File: config.mk
export PLATFORM = sky130hd
export DESIGN_NAME = tksel_cell
export DESIGN_NICKNAME = d
export VERILOG_FILES = /design/src/rtl/tksel_pkg.sv /design/src/rtl/tksel_cell.sv
export SDC_FILE = /design/constraint.sdc
export NUM_CORES = 1
export LEC_CHECK = 0
export BUFFER_PORTS_ARGS = -buffer_cell sky130_fd_sc_hd__buf_2
export CAP_MARGIN = 0
export CORE_MARGIN = 1.5
export CORE_UTILIZATION = 30
export DETAILED_ROUTE_END_ITERATION = 6
export SYNTH_ARGS = -nofsm -noshare
export SYNTH_HDL_FRONTEND = slang
export SYNTH_SLANG_ARGS = --single-unit
File: constraint.sdc
create_clock -name i_clk -period 7.9 [get_ports i_clk]
set_input_delay 1.58 -clock i_clk [delete_from_list [all_inputs] [get_ports i_clk]]
set_output_delay 1.58 -clock i_clk [all_outputs]
set_load 0.01 [all_outputs]
File: src/rtl/tksel_pkg.sv
// package with the entry type, cell control struct and size constants of the top-k selector
`default_nettype none
package tksel_pkg;

    localparam int MAX_KEPT = 256;
    localparam int DIST_W   = 32;
    localparam int IDENT_W  = 32;
    localparam int K_W      = 9;
    localparam int CNT_W    = $clog2(MAX_KEPT + 1);
    localparam int CMP_W    = (K_W > CNT_W) ? K_W : CNT_W;

    localparam logic FUNC_OFFER = 1'b0;
    localparam logic FUNC_POP   = 1'b1;

    localparam logic [K_W-1:0] K_USED_RESET = K_W'(256);

    typedef struct packed {
        logic [DIST_W-1:0]  distance;
        logic [IDENT_W-1:0] ident;
    } t_entry;

    typedef struct packed {
        logic ins;
        logic grow;
        logic pop;
    } t_cell_ctrl;

    typedef struct packed {
        t_entry ent;
        logic   valid;
        logic   le;
    } t_cell_link;

endpackage
`default_nettype wire

File: src/rtl/tksel_cell.sv
// one rank cell of the sorted chain: holds one entry and trades it with its neighbours
`default_nettype none
module tksel_cell (
    input  wire                              i_clk,
    input  wire                              i_rst_n,
    input  wire tksel_pkg::t_cell_ctrl       i_ctrl,
    input  wire [tksel_pkg::DIST_W-1:0]      i_cand_distance,
    input  wire [tksel_pkg::IDENT_W-1:0]     i_cand_ident,
    input  wire tksel_pkg::t_cell_link       i_left,
    input  wire tksel_pkg::t_cell_link       i_right,
    output tksel_pkg::t_cell_link            o_link,
    output logic                             o_last_gt
);
    import tksel_pkg::*;

    t_entry r_ent;
    t_entry n_ent;
    logic   r_valid;
    logic   n_valid;
    logic   w_le;

    assign w_le      = r_valid && (r_ent.distance <= i_cand_distance);
    assign o_link    = '{ent: r_ent, valid: r_valid, le: w_le};
    assign o_last_gt = r_valid && !i_right.valid && !w_le;

    always_comb begin
        n_ent   = r_ent;
        n_valid = r_valid;
        if (i_ctrl.pop) begin
            n_ent   = i_right.ent;
            n_valid = i_right.valid;
        end else if (i_ctrl.ins) begin
            if (!w_le) begin
                if (i_left.le) begin
                    n_ent.distance = i_cand_distance;
                    n_ent.ident    = i_cand_ident;
                end else begin
                    n_ent = i_left.ent;
                end
            end
            if (i_ctrl.grow) begin
                n_valid = r_valid | i_left.valid;
            end
        end
    end

    always_ff @(posedge i_clk) begin
        r_ent <= n_ent;
        if (!i_rst_n) begin
            r_valid <= 1'b0;
        end else begin
            r_valid <= n_valid;
        end
    end

endmodule
`default_nettype wire

==> summary.txt <==
Drt
  • Post-DR vias/cell: 4.661
  • Detail Route Antenna Nets: 0
  • WL final: 11.42 mm
  • 1st-iter DRT viols: 104
  • Drt wl/cell: 13.55 um
  • Pre-antenna DRT Iters: 4
  • Vias: 3929
  • DRC viols: 0

Min path
  • Hold Path Class: reg2reg

Power and ir drop
  • Comb power frac: 23.6%
  • Switching share of total power: 27.35%
  • LEAKAGE: 3.023 nW
  • Total Power: 0.001024 W
  • Clock share of power: 33.2%
  • Psw: 0.0002800 W
  • Flop pwr share: 43.2%
  • Peak VDD IR: 74.86 uV
  • PD cells: 173.6 mW/mm2
  • Cell-internal power: 0.0007439 W

Die
  • # rows: 42
  • Die W: 120.8 um
  • Die area: 0.01458 mm2
  • Die height: 120.8 um
  • Core area: 0.01340 mm2
  • Ports: 268
  • Initial Util: 31.05%

Clock tree
  • Reg clk slew, reported paths: 50 ps
  • CTS max path bufs: 2
  • CTS Hold Bufs: 0
  • CTS resizes: 0
  • Clock root buffer: clkbuf_16
  • Deepest level of the CTS H-tree: 3
  • TritonCTS Buffers: 9
  • Clock sinks: 65
  • TritonCTS clock tree: built
  • Worst-skew pair later-pin latency: 330 ps
  • Setup Fix Bufs, Post-CTS: 0

Logic synthesis
  • Post-synthesis cell area: 0.004160 mm2
  • Net count after synthesis: 640
  • Synth area leaders: edfxtp_1 46%, mux2i_1 15%, ha_1 9.6%
  • #FFs+latches synth: 65
  • Avg Cell Area, Syn: 10.22 um2
  • Synth area leader: edfxtp_1
  • YS warnings: 0
  • Synth Instances: 407
  • Seq/Total Area, Yosys: 46.68%
  • Post-synth cell types: 36
  • Synth top area share: 46.20%

Global route
  • GRT Util Overall: 15.48%
  • First-pass GRT wire length: 17.74 mm
  • Number of antenna violations at the first check in global routing: 0
  • Largest net degree at the start of global routing: 83
  • Vias in the first global route: 3899
  • Total gr overflow: 0

Worst setup path
  • Crit Path Class: in2out
  • Worst EP required: 6320 ps
  • Worst setup EP type: output pin
  • CP Launch Type: primary input
  • Worst EP arrival: 3660 ps
  • Critical-path maximum fanout: 4

Cells and area
  • Ant diodes: 0
  • Nets: 896
  • Commonest non-fill, non-tap cell in the layout: buf_2
  • Final instance area: 0.005897 mm2
  • Fillers: 1331
  • Most frequent cells in the layout: 264 x buf_2, 69 x nand2_1, 67 x o21ai_0
  • Synthesis-to-finish area growth: 41.74%
  • Share of cells above drive strength 1: 42.73%

Placed design
  • Post-DP HPWL: 9.114 mm
  • Placed Area: 0.005645 mm2
  • I/O Buffers: 266
  • Placer congestion estimate: 0.7720

Flow run
  • Number of max-cap violations: 0

Timing
  • Min Tclk post-route: 5243 ps
  • Max Clock Skew: 8.098 ps
  • WHS: 588.3 ps
  • Final setup viols: 0
  • RSZ-0062 raised after global routing: no
  • Final Hold Vio Count: 0
  • Crit share post-route: 66.37%
  • Setup TNS: 0 ps
  • Slew @ Worst Pin: 1072 ps
  • Fin. max-slew vios: 0
  • Fmax: 190.7 MHz
  • Worst slew margin: 28.50%

Run status
  • Run status: finished, final reports clean
-- state kept, by name, indices dropped and copies added (netlist names) --
signal / count
r_valid: 1
o_link: 64
-- stage by stage --
step                instances  setup slack, ps  utilization, %
CTS                       843             2658           44.01
global route              843             2436           44.01
detailed placement        828             2682           42.13
global placement          828             2790           42.13
floorplan                 407             1195               -
finish                    843             2657           44.01
-- cell type report --
| cell class | count | area (um2) | area share (%) |
|---|---|---|---|
| multi-input cells | 285 | 2004 | 33.99 |
| well taps | 176 | 220.2 | 3.734 |
| flip-flops and latches | 65 | 1942 | 32.93 |
| clock buffers | 9 | 225.2 | 3.819 |
| clock inverters | 6 | 26.28 | 0.4456 |
| repair buffers | 268 | 1351 | 22.92 |
| inverters | 34 | 127.6 | 2.164 |
-- power groups by stage --
stage | Combinational (W) | Clock, W | Sequential (W)
floorplan | 0.000106 | 0 | 0.000471
global placement | 0.000239 | 0 | 0.000448
detailed placement | 0.000244 | 0 | 0.000450
CTS | 0.000246 | 0.000354 | 0.000443
global route | 0.000272 | 0.000368 | 0.000447
finish | 0.000242 | 0.000340 | 0.000442
-- per-layer routing --
metal	vias to the layer above	wire length [um]	GRT usage, %
met5	-	0	0
met4	0	214	6.250
met3	17	883	4.245
met2	161	5602	27.34
met1	1763	4720	17.62
li1	1988	-	-
-- critical path, cell delays in order --
cell	delay, ps
buf_2	90
inv_1	40
ha_1	310
nand4_1	170
nor3_1	330
a21boi_0	350
o31ai_1	190
a2111oi_2	390
buf_2	200
-- worst paths after layout --
check,startpoint,endpoint,slack (ps),cells after the start
setup / recovery,i_cand_distance[15],o_last_gt,2660,9
hold / removal,r_valid,r_valid,590,2
setup reg to reg,o_link[49],o_link[54],4310,7
hold reg to reg,r_valid,r_valid,590,2
-- synth_stat cells --
cell type and count:
buf_2 6, o21ai_1 2, buf_4 2, a221o_1 1
a31oi_1 2, nand2_1 69, nand3_1 5, a2111oi_2 1
nor2_1 3, o211ai_1 1, and4_1 1, ha_1 32
inv_1 34, o21ai_0 67, nor2b_1 1, nand4_2 1
nand2b_2 1, and3_1 1, dfxtp_1 1, clkbuf_1 14
a21boi_0 1, mux2i_1 64, and3_4 1, o311a_1 1
buf_1 1, nor4_2 1, o31ai_1 1, a21oi_1 13
nand4_1 7, or4_4 1, a221oi_1 1, a21o_1 2
nor3_1 2, edfxtp_1 64, a41o_1 1, a211oi_1 1
-- cell families (layout without fill, tap and decap cells) --
logic type / after synthesis / after routing / synth area share, %
compound gates: 95 / 95 / 12.54
fa+ha+maj: 32 / 32 / 9.624
buf+inv: 57 / 317 / 5.504
flops: 65 / 65 / 46.68
mux: 64 / 64 / 15.40
simple gates: 94 / 94 / 10.26
Note: power is estimated with default switching activity, not from simulation.
